$ cat config.mk
export PLATFORM = sky130hd
export DESIGN_NAME = rbci_front
export DESIGN_NICKNAME = d
export VERILOG_FILES = /design/src/rtl/core/rbci_pkg.sv /design/src/rtl/core/rbci_front.sv
export SDC_FILE = /design/constraint.sdc
export NUM_CORES = 1
export LEC_CHECK = 0
export BUFFER_PORTS_ARGS = -buffer_cell sky130_fd_sc_hd__buf_2
export CORE_AREA = 5 5 349 351
export CTS_CLUSTER_SIZE = 16
export DETAILED_ROUTE_END_ITERATION = 7
export DIE_AREA = 0 0 354 356
export PLACE_DENSITY = 0.39
export RECOVER_POWER = 50
export SLEW_MARGIN = 15
export SYNTH_ARGS = -nofsm -noshare
export SYNTH_HDL_FRONTEND = slang
export SYNTH_SLANG_ARGS = --single-unit
export TNS_END_PERCENT = 20
$ cat constraint.sdc
create_clock -name clock -period 16.9 [get_ports clock]
set_input_delay 1.69 -clock clock [delete_from_list [all_inputs] [get_ports clock]]
set_output_delay 1.69 -clock clock [all_outputs]
set_load 0.05 [all_outputs]
$ cat src/rtl/core/rbci_pkg.sv
// shared types, constants and the micro-program of the collision impulse block
package rbci_pkg;

   // default configuration
   localparam int WORD_BITS_DEF   = 32;
   localparam int FRAC_BITS_DEF   = 16;
   localparam int QUEUE_DEPTH_DEF = 2;

   // angle conversion constants in Q24.40
   localparam logic [63:0] DEG2RAD_Q40 = 64'd19190098069;
   localparam logic [63:0] RAD2DEG_Q40 = 64'd62997375797124;

   localparam int FLOOR_BITS = 31;
   localparam logic [FLOOR_BITS-1:0] FLOOR_RESET = 31'd1;

   // input item
   typedef struct packed {
      logic               is_second_body;
      logic signed [31:0] vel_x;
      logic signed [31:0] vel_y;
      logic signed [31:0] arm_x;
      logic signed [31:0] arm_y;
      logic signed [31:0] spin;
      logic [30:0]        inertia;
      logic [30:0]        mass;
      logic signed [31:0] normal_x;
      logic signed [31:0] normal_y;
   } req_type;

   // result item
   typedef struct packed {
      logic               body_id;
      logic signed [31:0] new_vel_x;
      logic signed [31:0] new_vel_y;
      logic signed [31:0] new_spin;
      logic               last;
      logic               overflow;
   } rsp_type;

   // one collision pair as handed from front to back
   typedef struct packed {
      req_type body_a;
      req_type body_b;
      logic    rot_a;
      logic    rot_b;
   } job_type;

   // queue status toward the front
   typedef struct packed {
      logic full;
      logic empty;
   } qstat_type;

   // register file addresses
   localparam int RF_ADDR_BITS = 6;
   typedef logic [RF_ADDR_BITS-1:0] raddr_type;

   localparam raddr_type R_VAX  = 6'd0;
   localparam raddr_type R_VAY  = 6'd1;
   localparam raddr_type R_RAX  = 6'd2;
   localparam raddr_type R_RAY  = 6'd3;
   localparam raddr_type R_SA   = 6'd4;
   localparam raddr_type R_MA   = 6'd5;
   localparam raddr_type R_IA   = 6'd6;
   localparam raddr_type R_NX   = 6'd7;
   localparam raddr_type R_NY   = 6'd8;
   localparam raddr_type R_VBX  = 6'd9;
   localparam raddr_type R_VBY  = 6'd10;
   localparam raddr_type R_RBX  = 6'd11;
   localparam raddr_type R_RBY  = 6'd12;
   localparam raddr_type R_SB   = 6'd13;
   localparam raddr_type R_MB   = 6'd14;
   localparam raddr_type R_IB   = 6'd15;
   localparam raddr_type R_ZERO = 6'd16;
   localparam raddr_type R_ONE  = 6'd17;
   localparam raddr_type R_D2R  = 6'd18;
   localparam raddr_type R_R2D  = 6'd19;
   localparam raddr_type R_WA   = 6'd20;
   localparam raddr_type R_WB   = 6'd21;
   localparam raddr_type R_ABX  = 6'd22;
   localparam raddr_type R_ABY  = 6'd23;
   localparam raddr_type R_D    = 6'd24;
   localparam raddr_type R_NN   = 6'd25;
   localparam raddr_type R_DEN  = 6'd26;
   localparam raddr_type R_PA   = 6'd27;
   localparam raddr_type R_PB   = 6'd28;
   localparam raddr_type R_J    = 6'd29;
   localparam raddr_type R_JA   = 6'd30;
   localparam raddr_type R_JB   = 6'd31;
   localparam raddr_type R_T0   = 6'd32;
   localparam raddr_type R_T1   = 6'd33;
   localparam raddr_type R_T2   = 6'd34;
   localparam raddr_type R_SPARE = 6'd35;
   // result registers, kept outside the register file
   localparam raddr_type R_OAX  = 6'd36;
   localparam raddr_type R_OAY  = 6'd37;
   localparam raddr_type R_OSA  = 6'd38;
   localparam raddr_type R_OBX  = 6'd39;
   localparam raddr_type R_OBY  = 6'd40;
   localparam raddr_type R_OSB  = 6'd41;

   localparam int RF_DEPTH = 36;
   localparam int NUM_LOAD = 20;
   localparam int NUM_OUT  = 6;

   // micro-operations
   typedef enum logic [2:0] {
      OP_ADD,
      OP_SUB,
      OP_NSUM,
      OP_MUL,
      OP_DIV,
      OP_ENDSEP,
      OP_END
   } op_type;

   typedef enum logic [1:0] {
      COND_ALWAYS,
      COND_ROT_A,
      COND_ROT_B
   } cond_type;

   typedef struct packed {
      op_type    op;
      cond_type  cond;
      raddr_type dst;
      raddr_type src_a;
      raddr_type src_b;
   } uop_type;

   localparam int PC_BITS = 6;
   typedef logic [PC_BITS-1:0] pc_type;

   // back end sequencer states
   typedef enum logic [2:0] {
      ST_IDLE,
      ST_LOAD,
      ST_ISSUE,
      ST_EXEC,
      ST_EMIT_A,
      ST_EMIT_B
   } state_type;

   // collision program; the pass-through results are written before the
   // separation test and overwritten by the impulse path
   function automatic uop_type get_uop(input pc_type pc);
      uop_type u;
      unique case (pc)
         6'd0:  u = '{OP_MUL,  COND_ROT_A,  R_WA,  R_SA,  R_D2R};
         6'd1:  u = '{OP_MUL,  COND_ROT_B,  R_WB,  R_SB,  R_D2R};
         6'd2:  u = '{OP_MUL,  COND_ALWAYS, R_T0,  R_RAX, R_WA};
         6'd3:  u = '{OP_SUB,  COND_ALWAYS, R_T1,  R_VAX, R_T0};
         6'd4:  u = '{OP_MUL,  COND_ALWAYS, R_T0,  R_RBX, R_WB};
         6'd5:  u = '{OP_SUB,  COND_ALWAYS, R_T2,  R_VBX, R_T0};
         6'd6:  u = '{OP_SUB,  COND_ALWAYS, R_ABX, R_T1,  R_T2};
         6'd7:  u = '{OP_MUL,  COND_ALWAYS, R_T0,  R_RAY, R_WA};
         6'd8:  u = '{OP_SUB,  COND_ALWAYS, R_T1,  R_VAY, R_T0};
         6'd9:  u = '{OP_MUL,  COND_ALWAYS, R_T0,  R_RBY, R_WB};
         6'd10: u = '{OP_SUB,  COND_ALWAYS, R_T2,  R_VBY, R_T0};
         6'd11: u = '{OP_SUB,  COND_ALWAYS, R_ABY, R_T1,  R_T2};
         6'd12: u = '{OP_MUL,  COND_ALWAYS, R_T0,  R_ABX, R_NX};
         6'd13: u = '{OP_MUL,  COND_ALWAYS, R_T1,  R_ABY, R_NY};
         6'd14: u = '{OP_ADD,  COND_ALWAYS, R_D,   R_T0,  R_T1};
         6'd15: u = '{OP_ADD,  COND_ALWAYS, R_OAX, R_VAX, R_ZERO};
         6'd16: u = '{OP_ADD,  COND_ALWAYS, R_OAY, R_VAY, R_ZERO};
         6'd17: u = '{OP_ADD,  COND_ROT_A,  R_OSA, R_SA,  R_ZERO};
         6'd18: u = '{OP_ADD,  COND_ALWAYS, R_OBX, R_VBX, R_ZERO};
         6'd19: u = '{OP_ADD,  COND_ALWAYS, R_OBY, R_VBY, R_ZERO};
         6'd20: u = '{OP_ADD,  COND_ROT_B,  R_OSB, R_SB,  R_ZERO};
         6'd21: u = '{OP_ENDSEP, COND_ALWAYS, R_D, R_D,   R_D};
         6'd22: u = '{OP_MUL,  COND_ALWAYS, R_T0,  R_NX,  R_NX};
         6'd23: u = '{OP_MUL,  COND_ALWAYS, R_T1,  R_NY,  R_NY};
         6'd24: u = '{OP_ADD,  COND_ALWAYS, R_NN,  R_T0,  R_T1};
         6'd25: u = '{OP_DIV,  COND_ALWAYS, R_T0,  R_ONE, R_MA};
         6'd26: u = '{OP_DIV,  COND_ALWAYS, R_T1,  R_ONE, R_MB};
         6'd27: u = '{OP_ADD,  COND_ALWAYS, R_T2,  R_T0,  R_T1};
         6'd28: u = '{OP_MUL,  COND_ALWAYS, R_DEN, R_NN,  R_T2};
         6'd29: u = '{OP_MUL,  COND_ALWAYS, R_T0,  R_RAX, R_NX};
         6'd30: u = '{OP_MUL,  COND_ALWAYS, R_T1,  R_RAY, R_NY};
         6'd31: u = '{OP_ADD,  COND_ALWAYS, R_PA,  R_T0,  R_T1};
         6'd32: u = '{OP_MUL,  COND_ALWAYS, R_T0,  R_RBX, R_NX};
         6'd33: u = '{OP_MUL,  COND_ALWAYS, R_T1,  R_RBY, R_NY};
         6'd34: u = '{OP_ADD,  COND_ALWAYS, R_PB,  R_T0,  R_T1};
         6'd35: u = '{OP_MUL,  COND_ALWAYS, R_T0,  R_PA,  R_PA};
         6'd36: u = '{OP_DIV,  COND_ROT_A,  R_T1,  R_T0,  R_IA};
         6'd37: u = '{OP_ADD,  COND_ALWAYS, R_DEN, R_DEN, R_T1};
         6'd38: u = '{OP_MUL,  COND_ALWAYS, R_T0,  R_PB,  R_PB};
         6'd39: u = '{OP_DIV,  COND_ROT_B,  R_T1,  R_T0,  R_IB};
         6'd40: u = '{OP_ADD,  COND_ALWAYS, R_DEN, R_DEN, R_T1};
         6'd41: u = '{OP_NSUM, COND_ALWAYS, R_T2,  R_D,   R_D};
         6'd42: u = '{OP_DIV,  COND_ALWAYS, R_J,   R_T2,  R_DEN};
         6'd43: u = '{OP_DIV,  COND_ALWAYS, R_JA,  R_J,   R_MA};
         6'd44: u = '{OP_DIV,  COND_ALWAYS, R_JB,  R_J,   R_MB};
         6'd45: u = '{OP_MUL,  COND_ALWAYS, R_T0,  R_PA,  R_J};
         6'd46: u = '{OP_DIV,  COND_ROT_A,  R_T1,  R_T0,  R_IA};
         6'd47: u = '{OP_MUL,  COND_ROT_A,  R_T2,  R_T1,  R_R2D};
         6'd48: u = '{OP_SUB,  COND_ROT_A,  R_OSA, R_SA,  R_T2};
         6'd49: u = '{OP_MUL,  COND_ALWAYS, R_T0,  R_PB,  R_J};
         6'd50: u = '{OP_DIV,  COND_ROT_B,  R_T1,  R_T0,  R_IB};
         6'd51: u = '{OP_MUL,  COND_ROT_B,  R_T2,  R_T1,  R_R2D};
         6'd52: u = '{OP_ADD,  COND_ROT_B,  R_OSB, R_SB,  R_T2};
         6'd53: u = '{OP_MUL,  COND_ALWAYS, R_T0,  R_JA,  R_NX};
         6'd54: u = '{OP_ADD,  COND_ALWAYS, R_OAX, R_VAX, R_T0};
         6'd55: u = '{OP_MUL,  COND_ALWAYS, R_T0,  R_JA,  R_NY};
         6'd56: u = '{OP_ADD,  COND_ALWAYS, R_OAY, R_VAY, R_T0};
         6'd57: u = '{OP_MUL,  COND_ALWAYS, R_T0,  R_JB,  R_NX};
         6'd58: u = '{OP_SUB,  COND_ALWAYS, R_OBX, R_VBX, R_T0};
         6'd59: u = '{OP_MUL,  COND_ALWAYS, R_T0,  R_JB,  R_NY};
         6'd60: u = '{OP_SUB,  COND_ALWAYS, R_OBY, R_VBY, R_T0};
         default: u = '{OP_END, COND_ALWAYS, R_SPARE, R_SPARE, R_SPARE};
      endcase
      return u;
   endfunction

endpackage

$ cat src/rtl/core/rbci_front.sv
// front end: holds body a, pairs it with body b and classifies rotation
module rbci_front
   import rbci_pkg::*;
(
   input  logic                  clock,
   input  logic                  reset,
   input  logic                  req_valid,
   output logic                  req_stall,
   input  req_type               req_data,
   input  logic                  csr_valid,
   output logic                  csr_ready,
   input  logic [FLOOR_BITS-1:0] csr_wdata,
   input  qstat_type             q_stat,
   output logic                  push,
   output job_type               push_job
);

   logic                  pending_ff, pending_in;
   logic [FLOOR_BITS-1:0] floor_ff, floor_in;
   req_type               held_ff, held_in;
   logic                  accept;

   // a pairing item waits only when the queue is full
   assign req_stall = req_data.is_second_body & pending_ff & q_stat.full;
   assign accept    = req_valid & ~req_stall;
   assign csr_ready = 1'b1;

   // pair build and rotation classification
   always_comb begin
      push           = accept & req_data.is_second_body & pending_ff;
      push_job.body_a = held_ff;
      push_job.body_b = req_data;
      push_job.rot_a  = held_ff.inertia > floor_ff;
      push_job.rot_b  = req_data.inertia > floor_ff;
   end

   // next values of held body, pending flag and floor
   always_comb begin
      pending_in = pending_ff;
      held_in    = held_ff;
      floor_in   = floor_ff;
      if (csr_valid) begin
         floor_in = csr_wdata;
      end
      if (accept && !req_data.is_second_body) begin
         held_in    = req_data;
         pending_in = 1'b1;
      end else if (push) begin
         pending_in = 1'b0;
      end
   end

   always_ff @(posedge clock) begin
      if (reset) begin
         pending_ff <= 1'b0;
         floor_ff   <= FLOOR_RESET;
      end else begin
         pending_ff <= pending_in;
         floor_ff   <= floor_in;
      end
      held_ff <= held_in;
   end

endmodule

==> results of run 1 <==
final timing paths:
kind	start	endpoint	cells after the start
worst max-delay path	req_data[286]	push_job[558]	5
worst min-delay path	floor_ff[16]	floor_ff[16]	2
worst max register to register	floor_ff[0]	floor_ff[0]	2
worst min register to register	floor_ff[16]	floor_ff[16]	2
synth_stat cells, types with 2 or more instances:
| master | number |
|---|---|
| nor3_1 | 2 |
| o21ai_0 | 6 |
| a21o_1 | 2 |
| ha_1 | 62 |
| edfxtp_1 | 287 |
| buf_2 | 3 |
| nand3_1 | 10 |
| nor4_4 | 2 |
| o21a_1 | 2 |
| mux2i_1 | 30 |
| clkbuf_1 | 4 |
| inv_1 | 34 |
| nor2b_1 | 2 |
| o31a_1 | 2 |
| a21boi_0 | 2 |
| buf_4 | 288 |
| nand3b_1 | 2 |
| nor2_1 | 36 |
| o41ai_2 | 2 |
| a21oi_1 | 23 |
| nor4_1 | 2 |
| nand4_2 | 4 |
| nand2_1 | 9 |
| a221oi_1 | 4 |
| nand4_1 | 10 |
| dfxtp_1 | 32 |
| a22oi_1 | 2 |
logic make-up after synthesis:
group,count (synthesis)
buffers and inverters,329
multiplexers,30
other,1
adder cells (fa/ha/maj),62
AO/OA/AOI/OAI,48
AND/OR/NAND/NOR,81
flip-flops,319
routing by layer:
metal | GRT usage (%) | up-vias | wire length, um
met4 | 2.23 | 16 | 1450
met5 | 0 | - | 103
met3 | 4.63 | 123 | 7330
met1 | 10.9 | 4425 | 24000
met2 | 16.8 | 546 | 32600
li1 | - | 4162 | -
final cells by class:
type                    count  area, sq um
clock buffers              56         1120
flip-flops and latches    319         9260
clock inverters            16          190
repair buffers            905         4000
fillers                 13400       100000
diodes                     17         42.5
inverters                  34          128
multi-input cells         222         1840
well taps                1548         1940
sequential cells by signal (all words and copies together), names as in the netlist:
name and count:
push_job 287, pending_ff 1, floor_ff 31
metrics by stage:
stage                     hold WS [ns]  worst slack, ns  util, %
final                            0.493            10.75     15.6
after detailed placement         0.483            11.49     14.9
after CTS                        0.495            11.47     16.0
after global routing             0.526            10.38     15.6
after global placement           0.477            11.44     14.9
after floorplan                  0.460             1.51        -
power breakdown:
| part | switching, uW | internal, uW |
|---|---|---|
| Combinational | 416 | 87.6 |
| Clock | 349 | 526 |
| Sequential | 17.8 | 919 |
| Total | 783 | 1530 |
worst max-delay path: stages:
cell and delay, ns:
clkbuf_1 0.12, nor2b_1 1.57, clkbuf_1 1.23, buf_12 0.51, buf_4 0.86
==> run metrics, run 1 <==
status=finished, violations left; violated checks=capacitance limit, slew limit; Port Buffers=900; layout cells sized above 1=34.3%; Initial Util=11.3%; DRT Pass-1 Iters=6; # rows=127; Crit path arrival time=6.33 ns; first-pass GRT wire length=83.3 mm; Min-Delay Path Class=reg -> reg; Post-Synth Simple-Gate Area=3.26%; top cell type's share of synthesized area=64.2%; WS Path Type=in -> reg; XOR/XNOR Fraction of Synth Area=0%; Slew @ Worst Pin=2.74 ns; Die Y=~360 um; Via density=2.97; Hold Buf Count CTS=0; relative slew slack=-82.7%; nets@finish=1,909; synthesis-stage register bit count=319; post-synthesis sequential area ratio=69.0%; commonest non-fill, non-tap cell in the layout=buf_2; Die X=354 um; max-cap viol count=3; Placeable Area=0.119 sq mm; Slew Limit Fails=84; DRC viols=0; Ports=between 900 and 1,000; Data required, critical path=17.08 ns; Post-Place Cells=3,028; EDFF count, synth=287; Netlist Area Pre-Place=about 0.013 sq mm; Post-DP Area=0.0177 sq mm; vias=~9,300; RSZ-0062 raised after global routing=no; CTS tree=built; Yosys top cell by area=edfxtp_1; syn nets=1,256; Setup Skew=0 ns; Post-DP HPWL=between 50 and 60 mm; clk buf depth=3; gpl congestion=0.799; Post-CTS Repair Setup Buffers=0; Clk pin slew, worst setup/hold paths=approximately 0.050 ns; Root Driver=clkbuf_16; CP startpoint kind=primary input; Final period util=36.4%; Worst R2R Setup Slack=16.02 ns; total gr overflow=0; DR WL/cell=~21 um; Warnings, synthesis=0; clock buffer count from CTS=41; vias in the first global route=9,285; Top FF cell, synth=edfxtp_1; most frequent cells in the layout=465 x buf_2, 449 x clkbuf_1, 287 x edfxtp_1, 62 x ha_1, 43 x clkbuf_16; Crit Path Max Fanout=~120; Power Density=125 mW/mm^2; GRT Overall Usage=approximately a tenth; Setup violations, final=0; VDD IR max=about 0.068 mV; library cells used by synthesis=33; largest family of logic cells by synthesized area=buffers and inverters; design area=0.0185 sq mm; crit path time final=6.15 ns; H-tree level count=2; Final Total Pwr=2320 uW; die area=between 0.1 and 0.15 sq mm; mux share of post-synthesis cell area=about 2.2%; worst skew pair latency=0.56 ns; Iter 0 DRT Violations=388; post-route ant nets=0; Mapped Avg Cell Area=15.4 sq um; Clock Sinks=around 320; setup TNS=0 ns; antenna violations before repair=63; Crit. End Element=flop; Fmax=163 MHz; synth top area cells=edfxtp_1 64%, buf_4 16%, ha_1 5.8%, dfxtp_1 4.8%, mux2i_1 2.2%; Syn-to-layout area delta=38.1%; synthesized netlist cell count=a little under 900; P_leak=~0.007 uW; Adder-Cell Fraction of Synth Area=just under 6%; fin cells=3,117; final hold vios=0; post-synthesis compound-gate area fraction=2.38%; largest net degree at the start of global routing=125; final WL=between 60 and 70 mm; Synth async-reset ratio=0%; Resize count post-CTS=0
Note: power is estimated with default switching activity, not from simulation.
==> inputs of run 2 (changes only) <==
- clock period: 16.9 -> 6.1 ns (I/O delays scaled with it)
==> run 2 against run 1 <==
Compared with the run above:
- the run still ends with capacitance limit, slew limit left
- via count increased by 1.3%
- hold slack got worse by 0.27 ns
- total power increased to 2.7 times the previous value
- critical path depth decreased by 2
- routed wire length increased by 5.3%
- clock skew unchanged
- critical path type unchanged
- largest cell class unchanged
==> run metrics, run 2 (synthesis gave the netlist of run 1 again) <==
# rows=127 (unchanged); Min-Delay Path Class=in -> reg; clk buf depth=3 (unchanged); first-pass GRT wire length=86.2 mm (+3.5%); crit-path cells=clkbuf_1 -> nor2b_1 -> buf_12; vias=9,396 (+1.3%); GRT Overall Usage=10.2% (+0.48 points); Post-CTS Repair Setup Buffers=0 (unchanged); commonest non-fill, non-tap cell in the layout=buf_2; CP startpoint kind=primary input; Syn-to-layout area delta=38.1% (about the same); total gr overflow=0 (unchanged); Fmax=282 MHz; WS Path Type=in -> reg; die area=0.126 sq mm (unchanged); violated checks=capacitance limit, slew limit; Hold Buf Count CTS=0 (unchanged); final WL=69.0 mm (+5.3%); Crit path arrival time=3.74 ns (-2.59 ns); Initial Util=11.3% (unchanged); Final period util=58.2%; Die X=354 um (unchanged); Power Density=342 mW/mm^2 (+170%); largest net degree at the start of global routing=119 (-4.8%); antenna violations before repair=78 (+24%); Clock Sinks=319 (unchanged); layout cells sized above 1=34.8% (+0.42 points); nets@finish=1,913 (+0.21%); Crit Path Max Fanout=118 (-4.8%); Port Buffers=900 (unchanged); number of buffer and inverter stages on the critical path=2 (-2); DR WL/cell=22.1 um (+5.1%); Iter 0 DRT Violations=485 (+25%); multi-input logic area=0.00184 sq mm (unchanged); status=finished, violations left; Setup violations, final=0 (unchanged); worst hold stages=1 (-1); Crit. End Element=flop; Ports=903 (unchanged); Slew @ Worst Pin=3.09 ns (+0.353 ns); vias in the first global route=9,221 (-0.69%); relative slew slack=-106% (-24 points); worst skew pair latency=0.57 ns (about the same); Setup Skew=0 ns (unchanged); max-cap viol count=2 (-1); post-route ant nets=0 (unchanged); Post-DP Area=0.0178 sq mm (+0.24%); Post-Place Cells=3,032 (+0.13%); clock buffer count from CTS=41 (unchanged); VDD IR max=0.208 mV (+210%); H-tree level count=2 (unchanged); Via density=3.01 (+1.1%); HP Start=req_data[223]; FILL cells=13,500 (+0.53%); most frequent cells in the layout=475 x buf_2, 443 x clkbuf_1, 287 x edfxtp_1, 62 x ha_1, 44 x clkbuf_16; max reg flops=287 (unchanged); Placeable Area=0.119 sq mm (unchanged); Clk pin slew, worst setup/hold paths=0.06 ns (about the same); P_leak=0.00694 uW (+0.21%); delay-heaviest family, CP=simple AND/OR/NAND/NOR gates; r2r startpoint=floor_ff[0]; design area=0.0185 sq mm (about the same); fin cells=3,123 (+0.19%); Resize count post-CTS=0 (unchanged); DRC viols=0 (unchanged); setup TNS=0 ns (unchanged); Root Driver=clkbuf_16; gpl congestion=0.815 (+2.0%); Critical-path top delay cell=nor2b_1; final hold vios=0 (unchanged); Worst Hold Endpoint=push_job[512]; Post-DP HPWL=59.2 mm (+5.5%); max incr delay on CP=2.22 ns (+0.65 ns); Slew Limit Fails=54 (-36%); register area=0.00926 sq mm (unchanged); worst r2r dst=floor_ff[0]; Die Y=356 um (unchanged); RSZ-0062 raised after global routing=no; CTS tree=built; Data required, critical path=6.29 ns (-10.79 ns); Worst R2R Setup Slack=5.17 ns (-10.85 ns); crit path time final=roughly 3.6 ns; Final Total Pwr=6340 uW (+170%); DRT Pass-1 Iters=4 (-2); R2R cell count=2 (unchanged)
[run 2: routing by layer]
metal  GRT usage, %  part of all wire [%]  up-vias  wire [um]
met5              0                  0.19        -        131
li1               -                     -     4181          -
met2           16.4                    47      607      32100
met4           2.46                   2.3       20       1590
met3           5.29                    13      141       8700
met1           12.2                    38     4447      26400
[run 2: power breakdown]
group	internal [uW]	total (uW)	switching, uW
clock	1380	2350	971
sequential	2540	2590	42.9
combinational	251	1410	1160
total	4170	6340	2170
[run 2: final cells by class]
cell class              instances  share of cell area [%]
flip-flops and latches        319                    50.0
well taps                    1548                    10.5
clock buffers                  58                    6.33
repair buffers                909                    21.8
multi-input cells             222                    9.91
diodes                         16                   0.216
inverters                      34                   0.689
clock inverters                17                   0.621
[run 2: worst max-delay path by stage]
stage / from / to / cells past startpoint
after global routing: push_job[409] / push_job[1] / 6
after floorplan: req_valid / push_job[289] / 1
after global placement: req_data[120] / push_job[0] / 7
after detailed placement: req_data[120] / push_job[0] / 7
after CTS: push_job[410] / push_job[1] / 6
final: req_data[286] / push_job[539] / 3
[run 2: worst register-to-register path, cell delays in order (launching register included)]
cell and delay [ns]:
dfxtp_1 0.34, nor2b_1 0.14, a211o_1 0.33
[run 2: per-stage QoR]
stage	util [%]	setup WS, ns	hold slack, ns
after floorplan	-	0.754	0.460
after global placement	15.0	2.86	0.476
after detailed placement	15.0	2.85	0.483
after CTS	16.1	2.49	0.143
after global routing	15.6	2.44	0.158
final	15.6	2.55	0.219
