File: config.mk
export PLATFORM = sky130hd
export DESIGN_NAME = rbci_queue
export DESIGN_NICKNAME = d
export VERILOG_FILES = /design/src/rtl/core/rbci_pkg.sv /design/src/rtl/core/rbci_queue.sv
export SDC_FILE = /design/constraint.sdc
export NUM_CORES = 1
export LEC_CHECK = 0
export BUFFER_PORTS_ARGS = -buffer_cell sky130_fd_sc_hd__buf_2
export CORE_AREA = 5 5 454 456
export CTS_BUF_LIST = sky130_fd_sc_hd__clkbuf_2
export DETAILED_ROUTE_END_ITERATION = 10
export DIE_AREA = 0 0 459 461
export PLACE_DENSITY_LB_ADDON = 0.1
export SLEW_MARGIN = 20
export SYNTH_ARGS = -nofsm -noshare
export SYNTH_HDL_FRONTEND = slang
export SYNTH_SLANG_ARGS = --single-unit
File: constraint.sdc
create_clock -name clock -period 43.8 [get_ports clock]
set_input_delay 13.14 -clock clock [delete_from_list [all_inputs] [get_ports clock]]
set_output_delay 13.14 -clock clock [all_outputs]
set_load 0.05 [all_outputs]
File: src/rtl/core/rbci_pkg.sv
// shared types, constants and the micro-program of the collision impulse block
package rbci_pkg;

   // default configuration
   localparam int WORD_BITS_DEF   = 32;
   localparam int FRAC_BITS_DEF   = 16;
   localparam int QUEUE_DEPTH_DEF = 2;

   // angle conversion constants in Q24.40
   localparam logic [63:0] DEG2RAD_Q40 = 64'd19190098069;
   localparam logic [63:0] RAD2DEG_Q40 = 64'd62997375797124;

   localparam int FLOOR_BITS = 31;
   localparam logic [FLOOR_BITS-1:0] FLOOR_RESET = 31'd1;

   // input item
   typedef struct packed {
      logic               is_second_body;
      logic signed [31:0] vel_x;
      logic signed [31:0] vel_y;
      logic signed [31:0] arm_x;
      logic signed [31:0] arm_y;
      logic signed [31:0] spin;
      logic [30:0]        inertia;
      logic [30:0]        mass;
      logic signed [31:0] normal_x;
      logic signed [31:0] normal_y;
   } req_type;

   // result item
   typedef struct packed {
      logic               body_id;
      logic signed [31:0] new_vel_x;
      logic signed [31:0] new_vel_y;
      logic signed [31:0] new_spin;
      logic               last;
      logic               overflow;
   } rsp_type;

   // one collision pair as handed from front to back
   typedef struct packed {
      req_type body_a;
      req_type body_b;
      logic    rot_a;
      logic    rot_b;
   } job_type;

   // queue status toward the front
   typedef struct packed {
      logic full;
      logic empty;
   } qstat_type;

   // register file addresses
   localparam int RF_ADDR_BITS = 6;
   typedef logic [RF_ADDR_BITS-1:0] raddr_type;

   localparam raddr_type R_VAX  = 6'd0;
   localparam raddr_type R_VAY  = 6'd1;
   localparam raddr_type R_RAX  = 6'd2;
   localparam raddr_type R_RAY  = 6'd3;
   localparam raddr_type R_SA   = 6'd4;
   localparam raddr_type R_MA   = 6'd5;
   localparam raddr_type R_IA   = 6'd6;
   localparam raddr_type R_NX   = 6'd7;
   localparam raddr_type R_NY   = 6'd8;
   localparam raddr_type R_VBX  = 6'd9;
   localparam raddr_type R_VBY  = 6'd10;
   localparam raddr_type R_RBX  = 6'd11;
   localparam raddr_type R_RBY  = 6'd12;
   localparam raddr_type R_SB   = 6'd13;
   localparam raddr_type R_MB   = 6'd14;
   localparam raddr_type R_IB   = 6'd15;
   localparam raddr_type R_ZERO = 6'd16;
   localparam raddr_type R_ONE  = 6'd17;
   localparam raddr_type R_D2R  = 6'd18;
   localparam raddr_type R_R2D  = 6'd19;
   localparam raddr_type R_WA   = 6'd20;
   localparam raddr_type R_WB   = 6'd21;
   localparam raddr_type R_ABX  = 6'd22;
   localparam raddr_type R_ABY  = 6'd23;
   localparam raddr_type R_D    = 6'd24;
   localparam raddr_type R_NN   = 6'd25;
   localparam raddr_type R_DEN  = 6'd26;
   localparam raddr_type R_PA   = 6'd27;
   localparam raddr_type R_PB   = 6'd28;
   localparam raddr_type R_J    = 6'd29;
   localparam raddr_type R_JA   = 6'd30;
   localparam raddr_type R_JB   = 6'd31;
   localparam raddr_type R_T0   = 6'd32;
   localparam raddr_type R_T1   = 6'd33;
   localparam raddr_type R_T2   = 6'd34;
   localparam raddr_type R_SPARE = 6'd35;
   // result registers, kept outside the register file
   localparam raddr_type R_OAX  = 6'd36;
   localparam raddr_type R_OAY  = 6'd37;
   localparam raddr_type R_OSA  = 6'd38;
   localparam raddr_type R_OBX  = 6'd39;
   localparam raddr_type R_OBY  = 6'd40;
   localparam raddr_type R_OSB  = 6'd41;

   localparam int RF_DEPTH = 36;
   localparam int NUM_LOAD = 20;
   localparam int NUM_OUT  = 6;

   // micro-operations
   typedef enum logic [2:0] {
      OP_ADD,
      OP_SUB,
      OP_NSUM,
      OP_MUL,
      OP_DIV,
      OP_ENDSEP,
      OP_END
   } op_type;

   typedef enum logic [1:0] {
      COND_ALWAYS,
      COND_ROT_A,
      COND_ROT_B
   } cond_type;

   typedef struct packed {
      op_type    op;
      cond_type  cond;
      raddr_type dst;
      raddr_type src_a;
      raddr_type src_b;
   } uop_type;

   localparam int PC_BITS = 6;
   typedef logic [PC_BITS-1:0] pc_type;

   // back end sequencer states
   typedef enum logic [2:0] {
      ST_IDLE,
      ST_LOAD,
      ST_ISSUE,
      ST_EXEC,
      ST_EMIT_A,
      ST_EMIT_B
   } state_type;

   // collision program; the pass-through results are written before the
   // separation test and overwritten by the impulse path
   function automatic uop_type get_uop(input pc_type pc);
      uop_type u;
      unique case (pc)
         6'd0:  u = '{OP_MUL,  COND_ROT_A,  R_WA,  R_SA,  R_D2R};
         6'd1:  u = '{OP_MUL,  COND_ROT_B,  R_WB,  R_SB,  R_D2R};
         6'd2:  u = '{OP_MUL,  COND_ALWAYS, R_T0,  R_RAX, R_WA};
         6'd3:  u = '{OP_SUB,  COND_ALWAYS, R_T1,  R_VAX, R_T0};
         6'd4:  u = '{OP_MUL,  COND_ALWAYS, R_T0,  R_RBX, R_WB};
         6'd5:  u = '{OP_SUB,  COND_ALWAYS, R_T2,  R_VBX, R_T0};
         6'd6:  u = '{OP_SUB,  COND_ALWAYS, R_ABX, R_T1,  R_T2};
         6'd7:  u = '{OP_MUL,  COND_ALWAYS, R_T0,  R_RAY, R_WA};
         6'd8:  u = '{OP_SUB,  COND_ALWAYS, R_T1,  R_VAY, R_T0};
         6'd9:  u = '{OP_MUL,  COND_ALWAYS, R_T0,  R_RBY, R_WB};
         6'd10: u = '{OP_SUB,  COND_ALWAYS, R_T2,  R_VBY, R_T0};
         6'd11: u = '{OP_SUB,  COND_ALWAYS, R_ABY, R_T1,  R_T2};
         6'd12: u = '{OP_MUL,  COND_ALWAYS, R_T0,  R_ABX, R_NX};
         6'd13: u = '{OP_MUL,  COND_ALWAYS, R_T1,  R_ABY, R_NY};
         6'd14: u = '{OP_ADD,  COND_ALWAYS, R_D,   R_T0,  R_T1};
         6'd15: u = '{OP_ADD,  COND_ALWAYS, R_OAX, R_VAX, R_ZERO};
         6'd16: u = '{OP_ADD,  COND_ALWAYS, R_OAY, R_VAY, R_ZERO};
         6'd17: u = '{OP_ADD,  COND_ROT_A,  R_OSA, R_SA,  R_ZERO};
         6'd18: u = '{OP_ADD,  COND_ALWAYS, R_OBX, R_VBX, R_ZERO};
         6'd19: u = '{OP_ADD,  COND_ALWAYS, R_OBY, R_VBY, R_ZERO};
         6'd20: u = '{OP_ADD,  COND_ROT_B,  R_OSB, R_SB,  R_ZERO};
         6'd21: u = '{OP_ENDSEP, COND_ALWAYS, R_D, R_D,   R_D};
         6'd22: u = '{OP_MUL,  COND_ALWAYS, R_T0,  R_NX,  R_NX};
         6'd23: u = '{OP_MUL,  COND_ALWAYS, R_T1,  R_NY,  R_NY};
         6'd24: u = '{OP_ADD,  COND_ALWAYS, R_NN,  R_T0,  R_T1};
         6'd25: u = '{OP_DIV,  COND_ALWAYS, R_T0,  R_ONE, R_MA};
         6'd26: u = '{OP_DIV,  COND_ALWAYS, R_T1,  R_ONE, R_MB};
         6'd27: u = '{OP_ADD,  COND_ALWAYS, R_T2,  R_T0,  R_T1};
         6'd28: u = '{OP_MUL,  COND_ALWAYS, R_DEN, R_NN,  R_T2};
         6'd29: u = '{OP_MUL,  COND_ALWAYS, R_T0,  R_RAX, R_NX};
         6'd30: u = '{OP_MUL,  COND_ALWAYS, R_T1,  R_RAY, R_NY};
         6'd31: u = '{OP_ADD,  COND_ALWAYS, R_PA,  R_T0,  R_T1};
         6'd32: u = '{OP_MUL,  COND_ALWAYS, R_T0,  R_RBX, R_NX};
         6'd33: u = '{OP_MUL,  COND_ALWAYS, R_T1,  R_RBY, R_NY};
         6'd34: u = '{OP_ADD,  COND_ALWAYS, R_PB,  R_T0,  R_T1};
         6'd35: u = '{OP_MUL,  COND_ALWAYS, R_T0,  R_PA,  R_PA};
         6'd36: u = '{OP_DIV,  COND_ROT_A,  R_T1,  R_T0,  R_IA};
         6'd37: u = '{OP_ADD,  COND_ALWAYS, R_DEN, R_DEN, R_T1};
         6'd38: u = '{OP_MUL,  COND_ALWAYS, R_T0,  R_PB,  R_PB};
         6'd39: u = '{OP_DIV,  COND_ROT_B,  R_T1,  R_T0,  R_IB};
         6'd40: u = '{OP_ADD,  COND_ALWAYS, R_DEN, R_DEN, R_T1};
         6'd41: u = '{OP_NSUM, COND_ALWAYS, R_T2,  R_D,   R_D};
         6'd42: u = '{OP_DIV,  COND_ALWAYS, R_J,   R_T2,  R_DEN};
         6'd43: u = '{OP_DIV,  COND_ALWAYS, R_JA,  R_J,   R_MA};
         6'd44: u = '{OP_DIV,  COND_ALWAYS, R_JB,  R_J,   R_MB};
         6'd45: u = '{OP_MUL,  COND_ALWAYS, R_T0,  R_PA,  R_J};
         6'd46: u = '{OP_DIV,  COND_ROT_A,  R_T1,  R_T0,  R_IA};
         6'd47: u = '{OP_MUL,  COND_ROT_A,  R_T2,  R_T1,  R_R2D};
         6'd48: u = '{OP_SUB,  COND_ROT_A,  R_OSA, R_SA,  R_T2};
         6'd49: u = '{OP_MUL,  COND_ALWAYS, R_T0,  R_PB,  R_J};
         6'd50: u = '{OP_DIV,  COND_ROT_B,  R_T1,  R_T0,  R_IB};
         6'd51: u = '{OP_MUL,  COND_ROT_B,  R_T2,  R_T1,  R_R2D};
         6'd52: u = '{OP_ADD,  COND_ROT_B,  R_OSB, R_SB,  R_T2};
         6'd53: u = '{OP_MUL,  COND_ALWAYS, R_T0,  R_JA,  R_NX};
         6'd54: u = '{OP_ADD,  COND_ALWAYS, R_OAX, R_VAX, R_T0};
         6'd55: u = '{OP_MUL,  COND_ALWAYS, R_T0,  R_JA,  R_NY};
         6'd56: u = '{OP_ADD,  COND_ALWAYS, R_OAY, R_VAY, R_T0};
         6'd57: u = '{OP_MUL,  COND_ALWAYS, R_T0,  R_JB,  R_NX};
         6'd58: u = '{OP_SUB,  COND_ALWAYS, R_OBX, R_VBX, R_T0};
         6'd59: u = '{OP_MUL,  COND_ALWAYS, R_T0,  R_JB,  R_NY};
         6'd60: u = '{OP_SUB,  COND_ALWAYS, R_OBY, R_VBY, R_T0};
         default: u = '{OP_END, COND_ALWAYS, R_SPARE, R_SPARE, R_SPARE};
      endcase
      return u;
   endfunction

endpackage

File: src/rtl/core/rbci_queue.sv
// short job queue between front and back end
module rbci_queue
   import rbci_pkg::*;
#(
   parameter int DEPTH = QUEUE_DEPTH_DEF
) (
   input  logic      clock,
   input  logic      reset,
   input  logic      push,
   input  job_type   push_job,
   output qstat_type q_stat,
   input  logic      pop,
   output job_type   head_job
);

   localparam int PW = (DEPTH > 1) ? $clog2(DEPTH) : 1;
   localparam int CW = $clog2(DEPTH + 1);

   job_type         entry_ff [DEPTH];
   logic [PW-1:0]   wr_ptr_ff, wr_ptr_in;
   logic [PW-1:0]   rd_ptr_ff, rd_ptr_in;
   logic [CW-1:0]   count_ff, count_in;

   assign q_stat.full  = count_ff == CW'(DEPTH);
   assign q_stat.empty = count_ff == '0;
   assign head_job     = entry_ff[rd_ptr_ff];

   // pointer and count update
   always_comb begin
      wr_ptr_in = wr_ptr_ff;
      rd_ptr_in = rd_ptr_ff;
      count_in  = count_ff;
      if (push) begin
         wr_ptr_in = (wr_ptr_ff == PW'(DEPTH - 1)) ? '0 : wr_ptr_ff + 1'b1;
      end
      if (pop) begin
         rd_ptr_in = (rd_ptr_ff == PW'(DEPTH - 1)) ? '0 : rd_ptr_ff + 1'b1;
      end
      if (push && !pop) begin
         count_in = count_ff + 1'b1;
      end else if (pop && !push) begin
         count_in = count_ff - 1'b1;
      end
   end

   always_ff @(posedge clock) begin
      if (reset) begin
         wr_ptr_ff <= '0;
         rd_ptr_ff <= '0;
         count_ff  <= '0;
      end else begin
         wr_ptr_ff <= wr_ptr_in;
         rd_ptr_ff <= rd_ptr_in;
         count_ff  <= count_in;
      end
      if (push) begin
         entry_ff[wr_ptr_ff] <= push_job;
      end
   end

endmodule

==> out/metrics.cfg, run 1 <==
[run_status]
status = finished, final reports clean

[drt]
postRouteAntennaNets = 0
first_pass_iters = 5
wl_met2_um = 72400
maxUsedRoutingLayer = met5
via_per_inst = 3.84
wl_met3_um = 18000
drt_iter0_markers = 980
num_vias = 23900
remaining_drc_errors = 0
wl_per_cell_um = 23.1
met1_length_um = 49100
drt-total-wl_um = 144000

[sta]
max_freq_ghz = 0.0553
slew_viol_final = 0
finalHoldViolCount = 0
grt_setup_unrepaired = no
fin_setup_tns_ns = 0
skew_ns = 0.136
final-setup-viol-count = 0
worst_pin_slew_ns = 1.12
hold_slack_ns = 0.524
slew-limit-headroom_pct = 25.0
post-route-min-period_ns = 18.08
period_share_pct = 41.3

[floorplan]
die_h_um = 461
coreArea_mm2 = 0.201
io_pins = 1158
die_area_mm2 = 0.212
start_util_pct = 20.9
die_w_um = 459
row_count = 165

[pwr]
power_frac_comb_pct = 18.6
swShare_pct = 32.5
p_per_area_mw_per_mm2 = 47.4
intPower_mw = 1.72
p_seq_share_pct = 51.4
p_leak_nw = 19.9
switchingPower_uw = 826
clockPowerShare_pct = 29.9
irDropWorstVdd_uv = 25.5

[grt]
grt_pass1_wl_um = 193000
grt_pass1_vias = 25800
grt_overflow = 0
track_usage_pct = 12.9
antenna_found_initial = 143
grt_start_max_net_pins = 168

[yosys]
synthAdderAreaFrac_pct = 0.0298
syn_area_per_cell_um2 = 23.2
synth-xor-area-share_pct = 0.0834
synth_edf_count = 1152
synth_area_leaders = edfxtp_1 (82%), mux2_2 (15%), buf_6 (1.4%)
synth_commonest_cells = edfxtp_1 (1,152), mux2_2 (576), buf_6 (51), clkbuf_8 (10)
ys_ff_latch = 1157
synth_compound_area_share_pct = 0.0238
synth-simple-area-share_pct = 0.104
yosys.area.top_type_share_pct = 82.3
synth_top_area_cell = edfxtp_1
synth_most_common_cell = edfxtp_1
synthDistinctLibCells = 16
syn_area_mm2 = 0.0420
muxShareOfSynthArea_pct = 15.4
ys_seq_area_share_pct = 82.6
yosysWarningCount = 0
async_flop_share_pct = 0
synth_top_family_by_area = multiplexers
synth_nets = 2395
synthCells = 1814
synth_flop_cell = edfxtp_1

[setup_path]
critPathKind = flop to output pin
reg2regPathDepth = 5
cp_slowest_cell = buf_4
r2r-end = entry_ff[0][290]
cp_num_buf_inv = 3
required_ns = 30.66
crit_chain = buf_4 -> buf_4 -> mux2_2 -> buf_2
crit_arrival_ns = 4.94
max_stage_delay_ns = 0.86
cp-end-kind = output pin
cp_max_fo = 68
cp-start-kind = flop
cp_top_family = buffers and inverters
ff2ff_setup_slack_ns = 39.68
worstReg2RegStart = wr_ptr_ff
cp_common_cell = buf_4

[placed_design]
hpwl_um = 105000
dpl_cell_area_mm2 = 0.0506
portBuffers = 1157
place_congestion = 0.816

[final_layout]
fin_nets = 3854
layout-drive-gt1-share_pct = 64.5
n_fill_cell = 20900
area_delta_synth_final_pct = 27.5
design_area_mm2 = 0.0536

[cts]
clkSinkCount = 1157
cts_buffers = 341
htree_levels = 5
root_buffer = clkbuf_2
path_clk_slew_ns = 0.08
cts_resized = 0
hold_buffers = 0
cts_buffer_depth = 4
cts_tree = yes
postCtsSetupRepairBufs = 0
clk_latency_ns = 1.67

[worst_hold_path]
hold_class = flop to flop
min_path_cells = 2
holdCritStartpoint = rd_ptr_ff

[job]
maxCapViolCount = 0

-- cell usage in the layout (no fill, tap or decap) --
cell type / count
buf_2: 1157
edfxtp_1: 1152
mux2_2: 576
clkbuf_2: 480
clkinv_1: 75
diode_2: 35
buf_4: 19
clkinv_2: 8
inv_2: 6
nor2_1: 5
dfxtp_1: 4
clkinvlp_4: 3
buf_12: 3
xor2_1: 2
xnor2_1: 2
bufinv_16: 2
and2_4: 1
inv_1: 1
nor2b_1: 1
nor2b_4: 1
o21ai_0: 1
or3_1: 1
a21oi_1: 1
ha_1: 1
dfxtp_4: 1
clkinv_4: 1
buf_6: 1
-- power groups by stage --
stage	Clock [mW]	Sequential, mW	Combinational [mW]
floorplan	0	1.38	0.337
finish	0.761	1.31	0.474
CTS	0.822	1.31	0.485
detailed placement	0	1.33	0.484
global route	0.879	1.31	0.497
global placement	0	1.33	0.481
-- cells by family (layout without fill, tap and decap cells) --
kind of cell	after synthesis	after routing
xor gates and xnor gates	4	4
buffers and inverters	65	1756
adders and majority gates	1	1
AOI/OAI and AO/OA	2	2
DFF	1157	1157
other	0	35
and+or+nand+nor	9	9
muxes	576	576
-- cell type report --
cell class / count / area (µm²) / share of cell area, %
clock buffers: 480 / 2400 / 4.48
well taps: 2672 / 3340 / 6.24
diodes: 35 / 87.6 / 0.163
flip-flops and latches: 1157 / 34700 / 64.8
repair buffers: 1180 / 6000 / 11.2
multi-input cells: 592 / 6600 / 12.3
inverters: 1 / 3.75 / 0.00701
clock inverters: 95 / 435 / 0.813
-- flip-flops by register name (all words and copies together) (netlist names), named ones only --
register / count
rd_ptr_ff: 1
entry_ff: 1152
count_ff: 2
wr_ptr_ff: 1
-- routing by layer --
metal,up-vias,track usage (%)
li1,10400,-
met5,-,0
met2,1231,22.7
met4,76,3.90
met1,11700,12.5
met3,429,8.08
-- worst reg2reg max path, delay by kind of cell, from the launching register on --
family	cells	cell delay, ns
buffers and inverters	4	3.18
flip-flops	1	0.36
AND/OR/NAND/NOR	1	0.15
-- worst max-delay path by stage --
stage | start | to | slack [ns] | cells past startpoint
2_1_floorplan | push | entry_ff[0][0] | 4.38 | 1
3_3_place_gp | push | entry_ff[0][286] | 26.48 | 6
3_5_place_dp | push | entry_ff[0][295] | 26.41 | 6
4_1_cts | flop | head_job[45] | 24.99 | 4
5_1_grt | flop | head_job[45] | 24.99 | 4
6_report | flop | head_job[45] | 25.72 | 4
-- through the flow --
stage	instances	total power [mW]	setup WS (ns)	utilization [%]
global route	6189	2.69	24.99	26.6
floorplan	1814	1.72	4.38	-
global placement	5602	1.81	26.48	25.2
CTS	6177	2.62	24.99	26.6
detailed placement	5602	1.82	26.41	25.2
finish	6212	2.54	25.72	26.6
(Power assumes the default switching activity.)
==> run 2: changes to the inputs <==
Settings changed: CORE_AREA 5 5 454 456 to 5 5 449 451, DIE_AREA 0 0 459 461 to 0 0 454 456.
Clock period 43.8 ns to 16.32 ns, I/O delays scaled along.
==> out/metrics.cfg, run 2 (synthesis gave the netlist of run 1 again) <==
[sta]
post-route-min-period_ns = 9.70
slew-limit-headroom_pct = 23.8  ; was 25.0%
fin_setup_tns_ns = 0  ; unchanged
skew_ns = 0.145  ; was 0.136 ns
period_share_pct = 59.4
worst_pin_slew_ns = 1.14  ; was 1.12 ns
hold_slack_ns = 0.512  ; was 0.524 ns
slew_viol_final = 0  ; unchanged
final-setup-viol-count = 0  ; unchanged
grt_setup_unrepaired = no  ; unchanged
max_freq_ghz = 0.103
finalHoldViolCount = 0  ; unchanged

[grt]
grt_pass1_vias = 24800  ; was 25,800
track_usage_pct = 12.9  ; about the same
antenna_found_initial = 130  ; was 143
grt_overflow = 0  ; unchanged
grt_pass1_wl_um = 189000  ; was 193,000 µm
grt_start_max_net_pins = 145  ; was 168

[pwr]
p_seq_share_pct = 51.3  ; was 51.4%
irDropWorstVdd_uv = 53.4  ; was 25.5 µV
intPower_mw = 4.63  ; was 1.72 mW
switchingPower_mw = 2.21  ; was 826 µW
clockPowerShare_pct = 30.3  ; was 29.9%
swShare_pct = 32.3  ; was 32.5%
p_leak_nw = 20.0  ; was 19.9 nW
power_frac_comb_pct = 18.4  ; was 18.6%
p_per_area_mw_per_mm2 = 128  ; was 47.4 mW/mm²

[final_layout]
top_regs = entry_ff (1152), count_ff (2)  ; unchanged
fin_nets = 3857  ; was 3,854
area_delta_synth_final_pct = 27.5  ; about the same
layout-drive-gt1-share_pct = 65.0  ; was 64.5%
layout.cells.non_filler = 6173  ; was 6,212
largest_reg_flops = 1152  ; unchanged
design_area_mm2 = 0.0536  ; about the same
final_common_cell = buf_2  ; unchanged
final_cell_mix = buf_2 (1,157), edfxtp_1 (1,152), mux2_2 (576), clkbuf_2 (505), clkinv_1 (52)  ; was buf_2 (1,157), edfxtp_1 (1,152), mux2_2 (576), clkbuf_2 (480), clkinv_1 (75)
top_register = entry_ff  ; unchanged

[cts]
cts_buffers = 348  ; was 341
postCtsSetupRepairBufs = 0  ; unchanged
root_buffer = clkbuf_2  ; unchanged
htree_levels = 5  ; unchanged
cts_tree = yes  ; unchanged
path_clk_slew_ns = 0.10  ; was 0.08 ns
clkSinkCount = 1157  ; unchanged
clk_latency_ns = 1.70  ; was 1.67 ns
hold_buffers = 0  ; unchanged
cts_resized = 0  ; unchanged
cts_buffer_depth = 4  ; unchanged

[drt]
drt_iter0_markers = 1119  ; was 980
num_vias = 23600  ; was 23,900
drt-total-wl_um = 139000  ; was 144,000 µm
via_per_inst = 3.82  ; was 3.84
remaining_drc_errors = 0  ; unchanged
first_pass_iters = 5  ; unchanged
postRouteAntennaNets = 0  ; unchanged
wl_per_cell_um = 22.6  ; was 23.1 µm

[setup_path]
cp_common_cell = buf_12  ; was buf_4
crit_arrival_ns = 4.80  ; was 4.94 ns
cp-start-kind = flop  ; unchanged
critPathKind = flop to output pin  ; unchanged
cp-end-kind = output pin  ; unchanged
required_ns = 11.42  ; was 30.66 ns
ff2ff_setup_slack_ns = 13.04  ; was 39.68 ns
cp_slowest_cell = dfxtp_4  ; was buf_4
max_stage_delay_ns = 0.84  ; was 0.86 ns
cp_max_fo = 132  ; was 68
crit_chain = buf_12 -> buf_12 -> mux2_2 -> buf_2  ; was buf_4 -> buf_4 -> mux2_2 -> buf_2

[job]
maxCapViolCount = 0  ; unchanged

[floorplan]
die_w_um = 454  ; was 459 µm
coreArea_mm2 = 0.197  ; was 0.201 mm²
io_pins = 1158  ; unchanged
die_area_mm2 = 0.207  ; was 0.212 mm²
die_h_um = 456  ; was 461 µm
start_util_pct = 21.3  ; was 20.9%
row_count = 163  ; was 165

[worst_hold_path]
hold_class = flop to flop  ; unchanged

[run_status]
status = finished, final reports clean  ; unchanged

[placed_design]
portBuffers = 1157  ; unchanged
placed_cells = 5566  ; was 5,602
dpl_cell_area_mm2 = 0.0506  ; about the same
hpwl_um = 98700  ; was 105,000 µm
place_congestion = 0.778  ; was 0.816

-- run 2: changes by cell type in the layout (fill, tap and decap cells not counted) --
cell	change
clkbuf_2	+25
clkinv_1	-23
buf_4	-9
buf_12	+6
clkinv_2	-4
diode_2	+2
inv_2	-2
buf_6	-1
clkinvlp_4	-1
-- run 2: final timing paths --
check,startpoint,to,depth (start not counted)
max,flop,head_job[534],4
min,count_ff[1],count_ff[1],2
max reg2reg,wr_ptr_ff,entry_ff[1][35],3
min reg2reg,count_ff[1],count_ff[1],2
-- run 2: final cells by class --
class,count,area [µm²]
flip-flops and latches,1157,34700
fillers,20300,143000
repair buffers,1176,6050
diodes,37,92.6
well taps,2640,3300
clock buffers,505,2530
clock inverters,65,314
inverters,1,3.75
multi-input cells,592,6600
-- run 2: critical path: cells and delay by family (launching register included) --
kind     cells  cell delay, ns
buf+inv      3            1.26
flops        1            0.84
mux          1            0.43
-- run 2: power by group through the flow --
stage	sequential (mW)	clock [mW]	combinational (mW)
final	3.51	2.08	1.26
after global routing	3.52	2.40	1.32
after CTS	3.51	2.23	1.29
after detailed placement	3.58	0	1.28
after global placement	3.58	0	1.29
after floorplan	3.61	0	0.904
-- run 2: through the flow --
step,utilization [%],setup slack [ns],total power [mW]
3_3_place_gp,25.7,8.19,4.87
4_1_cts,27.2,6.09,7.03
5_1_grt,27.2,6.02,7.23
3_5_place_dp,25.7,8.19,4.86
2_1_floorplan,-,2.39,4.52
6_report,27.2,6.62,6.84
-- run 2: routing by layer --
layer	part of all wire, %	GRT usage (%)
met5	0.16	0
met4	4.1	5.41
met3	9.5	6.08
met2	52	23.0
met1	35	12.6
